### src/hw/rtl/sha256bsh_pkg.sv
package sha256bsh_pkg;

    typedef enum logic [2:0] {
        ST_IDLE,
        ST_PAD,
        ST_LEN,
        ST_COMP,
        ST_FEED,
        ST_OUT
    } state_t;

    // Controls for the working variables and the chaining value.
    typedef struct packed {
        logic init;
        logic load;
        logic step;
        logic feed;
    } round_ctrl_t;

    // Controls for the block buffer / message schedule window.
    typedef struct packed {
        logic shift_byte;
        logic step;
    } sched_ctrl_t;

    localparam logic [5:0]  LEN_FILL      = 6'd56;
    localparam logic [5:0]  LAST_FILL     = 6'd63;
    localparam logic [5:0]  LAST_ROUND    = 6'd63;
    localparam logic [2:0]  LAST_WORD_IDX = 3'd7;
    localparam logic [7:0]  PAD_MARK      = 8'h80;
    localparam logic [63:0] BLOCK_BITS    = 64'd512;

    localparam logic [31:0] H_INIT [8] = '{
        32'h6a09e667, 32'hbb67ae85, 32'h3c6ef372, 32'ha54ff53a,
        32'h510e527f, 32'h9b05688c, 32'h1f83d9ab, 32'h5be0cd19
    };

    localparam logic [31:0] K_TABLE [64] = '{
        32'h428a2f98, 32'h71374491, 32'hb5c0fbcf, 32'he9b5dba5,
        32'h3956c25b, 32'h59f111f1, 32'h923f82a4, 32'hab1c5ed5,
        32'hd807aa98, 32'h12835b01, 32'h243185be, 32'h550c7dc3,
        32'h72be5d74, 32'h80deb1fe, 32'h9bdc06a7, 32'hc19bf174,
        32'he49b69c1, 32'hefbe4786, 32'h0fc19dc6, 32'h240ca1cc,
        32'h2de92c6f, 32'h4a7484aa, 32'h5cb0a9dc, 32'h76f988da,
        32'h983e5152, 32'ha831c66d, 32'hb00327c8, 32'hbf597fc7,
        32'hc6e00bf3, 32'hd5a79147, 32'h06ca6351, 32'h14292967,
        32'h27b70a85, 32'h2e1b2138, 32'h4d2c6dfc, 32'h53380d13,
        32'h650a7354, 32'h766a0abb, 32'h81c2c92e, 32'h92722c85,
        32'ha2bfe8a1, 32'ha81a664b, 32'hc24b8b70, 32'hc76c51a3,
        32'hd192e819, 32'hd6990624, 32'hf40e3585, 32'h106aa070,
        32'h19a4c116, 32'h1e376c08, 32'h2748774c, 32'h34b0bcb5,
        32'h391c0cb3, 32'h4ed8aa4a, 32'h5b9cca4f, 32'h682e6ff3,
        32'h748f82ee, 32'h78a5636f, 32'h84c87814, 32'h8cc70208,
        32'h90befffa, 32'ha4506ceb, 32'hbef9a3f7, 32'hc67178f2
    };

    function automatic logic [31:0] rotr(input logic [31:0] x, input int unsigned n);
        logic [63:0] dbl;
        dbl = {x, x} >> n;
        return dbl[31:0];
    endfunction

    function automatic logic [31:0] small_sigma0(input logic [31:0] x);
        return rotr(x, 7) ^ rotr(x, 18) ^ (x >> 3);
    endfunction

    function automatic logic [31:0] small_sigma1(input logic [31:0] x);
        return rotr(x, 17) ^ rotr(x, 19) ^ (x >> 10);
    endfunction

    function automatic logic [31:0] big_sigma0(input logic [31:0] x);
        return rotr(x, 2) ^ rotr(x, 13) ^ rotr(x, 22);
    endfunction

    function automatic logic [31:0] big_sigma1(input logic [31:0] x);
        return rotr(x, 6) ^ rotr(x, 11) ^ rotr(x, 25);
    endfunction

endpackage

### src/hw/rtl/sha256bsh_sched.sv
module sha256bsh_sched
    import sha256bsh_pkg::*;
(
    input  logic        clk,
    input  sched_ctrl_t ctrl,
    input  logic [7:0]  byte_in,
    output logic [31:0] w
);

    // Sixteen words that first collect the block bytes and then roll as the
    // schedule window: entry i holds W[t+i] during round t.
    logic [31:0] win_reg  [16];
    logic [31:0] win_next [16];
    logic [31:0] new_w;

    always_comb
    begin
        new_w = win_reg[0] + small_sigma0(win_reg[1]) + win_reg[9]
              + small_sigma1(win_reg[14]);
        for (int i = 0; i < 16; i++)
        begin
            win_next[i] = win_reg[i];
        end
        if (ctrl.shift_byte)
        begin
            for (int i = 0; i < 15; i++)
            begin
                win_next[i] = {win_reg[i][23:0], win_reg[i + 1][31:24]};
            end
            win_next[15] = {win_reg[15][23:0], byte_in};
        end
        else if (ctrl.step)
        begin
            for (int i = 0; i < 15; i++)
            begin
                win_next[i] = win_reg[i + 1];
            end
            win_next[15] = new_w;
        end
    end

    always_ff @(posedge clk)
    begin
        win_reg <= win_next;
    end

    assign w = win_reg[0];

endmodule

### src/hw/rtl/sha256bsh_round.sv
module sha256bsh_round
    import sha256bsh_pkg::*;
(
    input  logic              clk,
    input  logic              rst_n,
    input  round_ctrl_t       ctrl,
    input  logic [31:0]       w,
    input  logic [31:0]       k,
    output logic [7:0][31:0]  hash
);

    logic [31:0] hash_reg  [8];
    logic [31:0] hash_next [8];
    logic [31:0] v_reg     [8];
    logic [31:0] v_next    [8];
    logic [31:0] t1;
    logic [31:0] t2;
    logic [31:0] ch;
    logic [31:0] maj;

    always_comb
    begin
        ch  = (v_reg[4] & v_reg[5]) ^ (~v_reg[4] & v_reg[6]);
        maj = (v_reg[0] & v_reg[1]) ^ (v_reg[0] & v_reg[2]) ^ (v_reg[1] & v_reg[2]);
        t1  = v_reg[7] + big_sigma1(v_reg[4]) + ch + k + w;
        t2  = big_sigma0(v_reg[0]) + maj;

        for (int i = 0; i < 8; i++)
        begin
            v_next[i]    = v_reg[i];
            hash_next[i] = hash_reg[i];
        end

        if (ctrl.load)
        begin
            for (int i = 0; i < 8; i++)
            begin
                v_next[i] = hash_reg[i];
            end
        end
        else if (ctrl.step)
        begin
            v_next[7] = v_reg[6];
            v_next[6] = v_reg[5];
            v_next[5] = v_reg[4];
            v_next[4] = v_reg[3] + t1;
            v_next[3] = v_reg[2];
            v_next[2] = v_reg[1];
            v_next[1] = v_reg[0];
            v_next[0] = t1 + t2;
        end

        if (ctrl.init)
        begin
            for (int i = 0; i < 8; i++)
            begin
                hash_next[i] = H_INIT[i];
            end
        end
        else if (ctrl.feed)
        begin
            for (int i = 0; i < 8; i++)
            begin
                hash_next[i] = hash_reg[i] + v_reg[i];
            end
        end
    end

    always_ff @(posedge clk or negedge rst_n)
    begin
        if (!rst_n)
        begin
            for (int i = 0; i < 8; i++)
            begin
                hash_reg[i] <= H_INIT[i];
            end
        end
        else
        begin
            hash_reg <= hash_next;
        end
    end

    always_ff @(posedge clk)
    begin
        v_reg <= v_next;
    end

    always_comb
    begin
        for (int i = 0; i < 8; i++)
        begin
            hash[i] = hash_reg[i];
        end
    end

endmodule

### src/hw/rtl/sha256_byte_stream_hasher_core.sv
// SHA-256 hasher that takes a message one byte per item.
// Input channel s_*: s_tuser low absorbs the byte in s_tdata[7:0]; s_tuser high
// finishes the message (the data byte is ignored) and starts the digest.
// Output channel m_*: eight items per finished message, the digest words most
// significant first, each with its index; m_tlast marks the eighth word.
// An absorb item shifts its byte into the block buffer. The item that completes
// a 64-byte block also runs the compression: one round per cycle on a single
// shared round unit, 64 rounds and then a feed-forward step into the hash.
// A finish item shifts the padding and the length into the block buffer one byte
// per cycle (at most 8 + 56 + 8 bytes, with no byte shifted on the step into the
// length) and compresses one or two blocks; the digest words follow the last
// feed-forward step.
// s_tready is high only while the block waits for an item; it is low during
// compression, padding and while digest words are pending.
// Digest words are held in the chaining registers; a stalled receiver simply
// keeps m_tvalid high with the same word until it takes it.
// After the last word is taken, the hash state returns to the initial values.
// Reset (rst_n low) restores the initial hash state and an empty buffer.
module sha256_byte_stream_hasher_core
    import sha256bsh_pkg::*;
(
    input  logic        clk,
    input  logic        rst_n,
    input  logic        s_tvalid,
    output logic        s_tready,
    input  logic [7:0]  s_tdata,   // [7:0] data_byte
    input  logic        s_tuser,   // [0] func
    output logic        m_tvalid,
    input  logic        m_tready,
    output logic [39:0] m_tdata,   // [31:0] digest_word, [34:32] word_index, zeros above
    output logic        m_tlast    // last_word
);

    state_t      state_reg;
    state_t      state_next;
    logic [5:0]  fill_reg;
    logic [5:0]  fill_next;
    logic [63:0] bit_total_reg;
    logic [63:0] bit_total_next;
    logic [63:0] len_reg;
    logic [63:0] len_next;
    logic [5:0]  round_reg;
    logic [5:0]  round_next;
    logic [2:0]  out_idx_reg;
    logic [2:0]  out_idx_next;
    logic        finish_reg;
    logic        finish_next;
    logic        pad_first_reg;
    logic        pad_first_next;
    logic        len_sent_reg;
    logic        len_sent_next;

    logic        accept;
    logic        out_accept;
    logic        pad_shift;
    logic [7:0]  shift_data;
    sched_ctrl_t sched_ctrl;
    round_ctrl_t round_ctrl;
    logic [31:0] w;
    logic [7:0][31:0] hash;

    assign accept     = s_tvalid && s_tready;
    assign out_accept = m_tvalid && m_tready;
    // While padding, the 0x80 marker and then zeros are shifted until the length field position is reached.
    assign pad_shift  = pad_first_reg || (fill_reg != LEN_FILL);

    // Next state.
    always_comb
    begin
        state_next = state_reg;
        case (state_reg)
            ST_IDLE:
            begin
                if (s_tvalid)
                begin
                    if (s_tuser)
                    begin
                        state_next = ST_PAD;
                    end
                    else if (fill_reg == LAST_FILL)
                    begin
                        state_next = ST_COMP;
                    end
                end
            end
            ST_PAD:
            begin
                if (pad_shift)
                begin
                    if (fill_reg == LAST_FILL)
                    begin
                        state_next = ST_COMP;
                    end
                end
                else
                begin
                    state_next = ST_LEN;
                end
            end
            ST_LEN:
            begin
                if (fill_reg == LAST_FILL)
                begin
                    state_next = ST_COMP;
                end
            end
            ST_COMP:
            begin
                if (round_reg == LAST_ROUND)
                begin
                    state_next = ST_FEED;
                end
            end
            ST_FEED:
            begin
                if (!finish_reg)
                begin
                    state_next = ST_IDLE;
                end
                else if (len_sent_reg)
                begin
                    state_next = ST_OUT;
                end
                else
                begin
                    state_next = ST_PAD;
                end
            end
            ST_OUT:
            begin
                if (m_tready && (out_idx_reg == LAST_WORD_IDX))
                begin
                    state_next = ST_IDLE;
                end
            end
            default:
            begin
                state_next = ST_IDLE;
            end
        endcase
    end

    // Control outputs.
    always_comb
    begin
        s_tready   = 1'b0;
        m_tvalid   = 1'b0;
        sched_ctrl = '0;
        round_ctrl = '0;
        shift_data = s_tdata;
        case (state_reg)
            ST_IDLE:
            begin
                s_tready              = 1'b1;
                sched_ctrl.shift_byte = s_tvalid && !s_tuser;
            end
            ST_PAD:
            begin
                sched_ctrl.shift_byte = pad_shift;
                shift_data            = pad_first_reg ? PAD_MARK : 8'h00;
            end
            ST_LEN:
            begin
                sched_ctrl.shift_byte = 1'b1;
                shift_data            = len_reg[63:56];
            end
            ST_COMP:
            begin
                sched_ctrl.step = 1'b1;
                round_ctrl.step = 1'b1;
            end
            ST_FEED:
            begin
                round_ctrl.feed = 1'b1;
            end
            ST_OUT:
            begin
                m_tvalid        = 1'b1;
                round_ctrl.init = m_tready && (out_idx_reg == LAST_WORD_IDX);
            end
            default:
            begin
                s_tready = 1'b0;
            end
        endcase
        // The working variables pick up the chaining value as the block completes.
        round_ctrl.load = (state_reg != ST_COMP) && (state_next == ST_COMP);
    end

    // Counters and message bookkeeping.
    always_comb
    begin
        fill_next      = fill_reg;
        bit_total_next = bit_total_reg;
        len_next       = len_reg;
        round_next     = 6'd0;
        out_idx_next   = out_idx_reg;
        finish_next    = finish_reg;
        pad_first_next = pad_first_reg;
        len_sent_next  = len_sent_reg;

        if (sched_ctrl.shift_byte)
        begin
            fill_next = fill_reg + 6'd1;
        end
        if (state_reg == ST_COMP)
        begin
            round_next = round_reg + 6'd1;
        end
        if (accept && !s_tuser && (fill_reg == LAST_FILL))
        begin
            bit_total_next = bit_total_reg + BLOCK_BITS;
        end
        if (accept && s_tuser)
        begin
            len_next       = bit_total_reg + {55'd0, fill_reg, 3'd0};
            finish_next    = 1'b1;
            pad_first_next = 1'b1;
            len_sent_next  = 1'b0;
        end
        if ((state_reg == ST_PAD) && pad_first_reg)
        begin
            pad_first_next = 1'b0;
        end
        if (state_reg == ST_LEN)
        begin
            len_next = {len_reg[55:0], 8'h00};
            if (fill_reg == LAST_FILL)
            begin
                len_sent_next = 1'b1;
            end
        end
        if (out_accept)
        begin
            out_idx_next = out_idx_reg + 3'd1;
        end
        if (round_ctrl.init)
        begin
            fill_next      = 6'd0;
            bit_total_next = 64'd0;
            finish_next    = 1'b0;
            len_sent_next  = 1'b0;
        end
    end

    always_ff @(posedge clk or negedge rst_n)
    begin
        if (!rst_n)
        begin
            state_reg     <= ST_IDLE;
            fill_reg      <= 6'd0;
            bit_total_reg <= 64'd0;
            round_reg     <= 6'd0;
            out_idx_reg   <= 3'd0;
            finish_reg    <= 1'b0;
            pad_first_reg <= 1'b0;
            len_sent_reg  <= 1'b0;
        end
        else
        begin
            state_reg     <= state_next;
            fill_reg      <= fill_next;
            bit_total_reg <= bit_total_next;
            round_reg     <= round_next;
            out_idx_reg   <= out_idx_next;
            finish_reg    <= finish_next;
            pad_first_reg <= pad_first_next;
            len_sent_reg  <= len_sent_next;
        end
    end

    always_ff @(posedge clk)
    begin
        len_reg <= len_next;
    end

    sha256bsh_sched u_sched (
        .clk     (clk),
        .ctrl    (sched_ctrl),
        .byte_in (shift_data),
        .w       (w)
    );

    sha256bsh_round u_round (
        .clk   (clk),
        .rst_n (rst_n),
        .ctrl  (round_ctrl),
        .w     (w),
        .k     (K_TABLE[round_reg]),
        .hash  (hash)
    );

    assign m_tdata = {5'd0, out_idx_reg, hash[out_idx_reg]};
    assign m_tlast = (out_idx_reg == LAST_WORD_IDX);

endmodule
### config.mk
export PLATFORM = sky130hd
export DESIGN_NAME = sha256_byte_stream_hasher_core
export DESIGN_NICKNAME = d
export VERILOG_FILES = /design/src/hw/rtl/sha256bsh_pkg.sv /design/src/hw/rtl/sha256bsh_sched.sv /design/src/hw/rtl/sha256bsh_round.sv /design/src/hw/rtl/sha256_byte_stream_hasher_core.sv
export SDC_FILE = /design/constraint.sdc
export NUM_CORES = 2
export LEC_CHECK = 0
export BUFFER_PORTS_ARGS = -buffer_cell sky130_fd_sc_hd__buf_2
export CAP_MARGIN = 40
export CORE_MARGIN = 2
export CORE_UTILIZATION = 55
export CTS_CLUSTER_DIAMETER = 60
export CTS_CLUSTER_SIZE = 28
export DETAILED_ROUTE_END_ITERATION = 7
export PLACE_DENSITY = 0.71
export RECOVER_POWER = 100
export SLEW_MARGIN = 10
export SYNTH_ARGS = -nofsm -noshare
export SYNTH_HDL_FRONTEND = slang
export SYNTH_SLANG_ARGS = --single-unit
### constraint.sdc
create_clock -name clk -period 23.2 [get_ports clk]
set_input_delay 0 -clock clk [delete_from_list [all_inputs] [get_ports clk]]
set_output_delay 0 -clock clk [all_outputs]
set_load 0.02 [all_outputs]
**Word-level counts from Yosys, hierarchy flattened**

Memory sizes are Yosys's and may differ from the RTL's.
Index checks and enable logic that the tools add are counted.

- Eq/ne operators: 11
- Muxes and demuxes: 41
- Bitwise logic cells: 18
- Order comparisons: 2
- Reductions and logical operators: 20
- Add/sub/neg operators: 23

Operator list:

| kind | number |
|---|---|
| $mux 256 | 4 |
| $mux 512 | 2 |
| $add 32x32->32 | 18 |
| $xor 32x32->32 | 9 |
| $mux 64 | 4 |
| $and 32x32->32 | 5 |
| $bmux 32 s3 | 1 |
| $mux 32 | 3 |
| $add 64x10->64 const B | 1 |
| $add 64x9->64 | 1 |
| $not 32->32 | 1 |
| $xor 32x22->32 | 1 |
| $xor 32x29->32 | 1 |
| $mux 3 | 8 |
| $mux 6 | 3 |
| $pmux 3 s6 | 1 |
| $pmux 8 s2 | 1 |
| $reduce_bool 2->1 | 8 |
| $add 6x1->6 const B | 2 |
| $eq 6x6->1 const B | 2 |
| $mux 1 | 12 |
| $eq 3x2->1 const B | 3 |
| $eq 3x3->1 const B | 3 |
| $logic_and 1x1->1 | 9 |
| other kinds (12) | 12 |

- Logic and storage cells: 158
- Output and inout port bits: 43
- Memories: 1
- Bits of input ports: 13
- ROM bits: 2048
- Register bits: 1173

Memory list:

| name | depth | bits a word | rd ports | clocked after Yosys merged registers in | write ports | RTL line | RTL |
|---|---|---|---|---|---|---|---|
| (name not given) | 64 | 32 | 1 | 0 | 0 | sha256_byte_stream_hasher_core.sv:289 | `.k (K_TABLE[round_reg]),` |

**Logic depth before layout (Yosys ltp)**

- Word-level depth: 9
- Mapped depth: 38
- Mapped depth without buffers: 36

**Modules after synthesis**

Synthesis repeated with hierarchy kept, for this count alone.

- Cell total of the unflattened synthesis: 7146
- Area total of the unflattened synthesis: 79077.1 µm²

Modules (own cells, without submodules):

| module | cells each | area each (µm²) | sequential area each (µm²) | instances |
|---|---|---|---|---|
| sha256bsh_round | 4189 | 41568.6 | 14263.7 | 1 |
| sha256bsh_sched | 1686 | 25883.6 | 15374.7 | 1 |
| sha256_byte_stream_hasher_core | 1271 | 11624.9 | 3683.5 | 1 |

**Worst setup path before layout**

No wires, ideal clock.

- Kind: register -> register
- Start: reg state_reg[0]
- End: reg u_sched.win_reg, in the netlist u_sched.w[0] (enable)
- Cell stages (with the launch flop): 10
- Library setup time: 3.639 ns
- Data required time: 19.561 ns
- Path buffers: 4
- Path slack: 9.605 ns
- Data arrival time: 9.956 ns
- Period minus slack after synthesis: 13.595 ns
- Cell sequence: dfrtp_1 -> buf_2 -> clkinv_1 -> o21ai_0 -> nand2_1 -> nand2b_1 -> clkbuf_1 -> clkbuf_1 -> clkbuf_1 -> nand2_1

- Longest elaborated chain between the ends: 3
- Elaborated cells on any way between the ends: 7
- Classes of those cells: eq/ne (3); mux (2); reduce/logical (2)

RTL lines:

| item | RTL line | RTL |
|---|---|---|
| from (decl) | sha256_byte_stream_hasher_core.sv:34 | `state_t state_reg;` |
| from (signal assigned) | sha256_byte_stream_hasher_core.sv:261 | `state_reg <= state_next;` |
| $eq 3x2->1, or another cell as far along | sha256_byte_stream_hasher_core.sv:151 | `case (state_reg)` |
| $pmux 1 s3 or $mux 1 (tied branches) | sha256_byte_stream_hasher_core.sv:151 |  |
| $reduce_bool 2->1 (no source line) (*) | n/a |  |
| to (signal assigned) | sha256bsh_sched.sv:44 | `win_reg <= win_next;` |
| to (decl) | sha256bsh_sched.sv:12 | `logic [31:0] win_reg [16];` |

Mark *: on every way between the ends. The rest lies on a longest branch, timed or not.
A chain may end at the register's enable or synchronous reset.

==> key figures <==
Layout
  – Post-layout utilization of the core: 59.2%
  – Synthesis-to-layout area growth: 6.97%
  – Max reg flops: 480
  – Fraction of layout cells with a size suffix above 1: 6.95%
  – Fillers: 12,077
  – Final net count: 8,670

Synthesis
  – Main combinational cell family by area after synthesis: simple AND/OR/NAND/NOR gates
  – Synth Area in Compound Gates: 13.0%
  – Number of synthesized register bits: 1,161
  – EDFF count, synth: just over 800
  – Adder-cell share of the synthesized area: 12.0%
  – Mux cell area share after synthesis: 3.18%
  – Yosys cell types: 101
  – Synth Area per Inst: 9.36 um^2
  – Post-synth top flop: edfxtp_1
  – Async SR Flop Fraction: 28.6%
  – Simple-gate share of the synthesized area: 18.0%
  – Synth warn: 0
  – Register area share after synthesis: a little over two fifths
  – Syn Std Cell Area: a little under 80,000 um^2
  – Post-Synthesis Cells: between 8,000 and 9,000
  – Post-synthesis xor/xnor area fraction: 7.01%

Drt
  – Vias per inst: slightly above 6
  – Drt first pass iters: 6
  – ANT nets after route: 0
  – DR DRC count: 0
  – DR WL/cell: approximately 23 um
  – Post-Route WL: 233,000 um
  – DRT iter0 DRCs: 6,995
  – Detailed-route via count: roughly 61,000

Worst setup path
  – Type of the worst setup path: flip-flop to flip-flop
  – Crit end category: flip-flop
  – Worst EP arrival: between 10 and 15 ns
  – Worst setup SP type: flip-flop
  – Worst-path fanout max: about 230
  – FF-to-FF setup slack: 8.89 ns
  – Reg2reg path depth: 9
  – Crit path required time: roughly 24 ns

Clocking
  – Clock Sink Count: 1,161
  – CTS buffer count: 105
  – Setup Buffers After CTS: 0
  – Root Buffer: clkbuf_16
  – Max H-tree Level: 3
  – Worst skew pair latency: 0.76 ns
  – Clock transition at path regs: roughly 0.090 ns
  – CTS tree: done
  – Clock Tree Buf Depth: 3

Timing
  – Worst setup margin: 8.89 ns
  – Clock Skew: 0.0720 ns
  – RSZ-0062 raised after global routing: no
  – Fmax: 69.9 MHz
  – Setup TNS: 0 ns
  – Slew Limit Headroom: -591%
  – Tcrit/Tclk final: 61.7%
  – Final setup vio count: 0
  – Final hold slack: 0.174 ns
  – Final hold violation count: 0
  – Actual slew at the worst max-slew pin: 10.37 ns
  – Slew Limit Fails: 3,073
  – Minimum clock period: around 14 ns

Floorplanning
  – Initial Util: 55.4%
  – Row count: 137
  – Die ar.: roughly 140,000 um^2
  – Die H: 379 um
  – I/O Pins: 56
  – Die Width: 379 um
  – CORE AREA: 140,000 um^2

Job
  – Max cap viols: 46

GRT
  – Vias in the first global route: 57,496
  – Largest net degree at the start of global routing: approximately 260
  – Initial antenna violation count: 3
  – First-pass GRT wire length: ~350,000 um
  – Global-route usage over all layers: about 32%
  – Total grt overflow: 0

Placed design
  – Post-DP HPWL: approximately 170,000 um
  – Placer Congestion: 0.976
  – Pre-CTS setup slack: 13.98 ns
  – I/O Buffers: 50

Run status
  – Failing checks: max-capacitance violations, max-slew violations
  – Status: complete, but fails checks

Worst hold path
  – WHS Path Cells: 4
  – Hold Path Class: input port to flip-flop
metal layers:
layer  share of wire (%)  wire length (um)  global-route usage (%)  vias to the layer above
met4                 4.2              9680                    12.0                        2
met2                  43            101000                    47.7                     2664
li1                    -                 -                       -                    28048
met3                 9.1             21200                    5.87                      489
met5              0.0056                13                       0                        -
met1                  43            101000                    47.0                    29675
cell type report:
cell class | instances | area (um^2) | share of cell area (%)
Multi-Input combinational cell | 6359 | 41200 | 49.8
Sequential cell | 1161 | 33300 | 40.3
Clock buffer | 121 | 2810 | 3.40
Tap cell | 1876 | 2350 | 2.84
Clock inverter | 76 | 1010 | 1.23
Inverter | 265 | 995 | 1.20
Timing Repair Buffer | 157 | 958 | 1.16
Antenna cell | 1 | 2.50 | 0.00303
through the flow:
| step | instances | instance area [um^2] |
|---|---|---|
| global route | 10015 | 82600 |
| global placement | 9779 | 78800 |
| CTS | 10011 | 83200 |
| floorplan | 8254 | 77300 |
| detailed placement | 9800 | 79200 |
| finish | 10016 | 82600 |
critical path, stage by stage, from the launching register on:
cell,delay (ns)
dfrtp_1,0.51
clkinv_1,0.31
o21ai_0,0.16
nand2_1,0.08
nand2b_1,1.84
clkbuf_1,6.88
clkbuf_1,1.01
clkbuf_1,2.62
nand2_1,0.31
nand2_1,0.18
cell usage in the layout, fill, tap and decap left out, drive strengths merged, types with 29 or more instances in the layout:
| cell type | netlist | final |
|---|---|---|
| xor2 | 238 | 238 |
| clkbuf | 418 | 183 |
| o21ai | 450 | 450 |
| o21a | 67 | 67 |
| dfrtp | 196 | 196 |
| nand4 | 34 | 34 |
| nand2b | 71 | 71 |
| dfstp | 136 | 136 |
| and3 | 44 | 44 |
| xnor2 | 380 | 380 |
| fa | 197 | 197 |
| mux4 | 70 | 70 |
| nor2b | 59 | 59 |
| nand2 | 2361 | 2361 |
| a22o | 57 | 57 |
| a21oi | 489 | 489 |
| or3 | 38 | 38 |
| nor3 | 107 | 107 |
| a211oi | 36 | 36 |
| o31ai | 31 | 31 |
| buf | 51 | 82 |
| ha | 411 | 411 |
| a21o | 177 | 177 |
| a31oi | 37 | 37 |
| and2 | 29 | 29 |
| nor2 | 399 | 399 |
| mux2 | 58 | 58 |
| nand3 | 150 | 150 |
| o21bai | 37 | 37 |
| edfxtp | 824 | 824 |
| inv | 263 | 295 |
path summary, 6_finish.rpt:
check / start / end
max: state_reg[0] / u_sched.win_reg[356]
min: m_tready / out_idx_reg[0]
max reg2reg: state_reg[0] / u_sched.win_reg[356]
min reg2reg: len_reg[5] / len_reg[5]
max in group asynchronous: rst_n / bit_total_reg[42]
min in group asynchronous: rst_n / u_round.hash[101]
what timing repair did:
action	in CTS	in global routing
resized for setup	0	0
endpoints found under the hold margin	134	0
hold buffers	14	0
cells in the mapped netlist, drive strengths merged (29+ instances only):
| cell type | number | area (um^2) |
|---|---|---|
| nor2b | 59 | 369 |
| mux4 | 70 | 1580 |
| a21o | 177 | 1330 |
| ha | 411 | 5140 |
| and2 | 29 | 181 |
| nand4 | 34 | 213 |
| o31ai | 31 | 233 |
| nor3 | 107 | 541 |
| a21oi | 489 | 2450 |
| xor2 | 238 | 2080 |
| a211oi | 36 | 275 |
| nand3 | 150 | 751 |
| nor2 | 399 | 1500 |
| o21ai | 450 | 2260 |
| clkbuf | 418 | 1570 |
| or3 | 38 | 238 |
| and3 | 44 | 275 |
| mux2 | 58 | 653 |
| a31oi | 37 | 231 |
| nand2b | 71 | 444 |
| o21bai | 37 | 278 |
| edfxtp | 824 | 24700 |
| inv | 263 | 987 |
| fa | 197 | 3940 |
| nand2 | 2361 | 8860 |
| o21a | 67 | 503 |
| dfstp | 136 | 3570 |
| a22o | 57 | 499 |
| xnor2 | 380 | 3330 |
| dfrtp | 196 | 4900 |
| buf | 51 | 233 |
kinds of logic after synthesis:
| group | after synthesis |
|---|---|
| xor gates and xnor gates | 618 |
| other | 1 |
| DFF | 1161 |
| and+or+nand+nor | 3356 |
| AOI/OAI and AO/OA | 1599 |
| adders and majority gates | 630 |
| muxes | 151 |
| buffers and inverters | 734 |
Power is not shown: default switching activity piles up to over one toggle a cycle in this logic, so the estimate is an artifact.
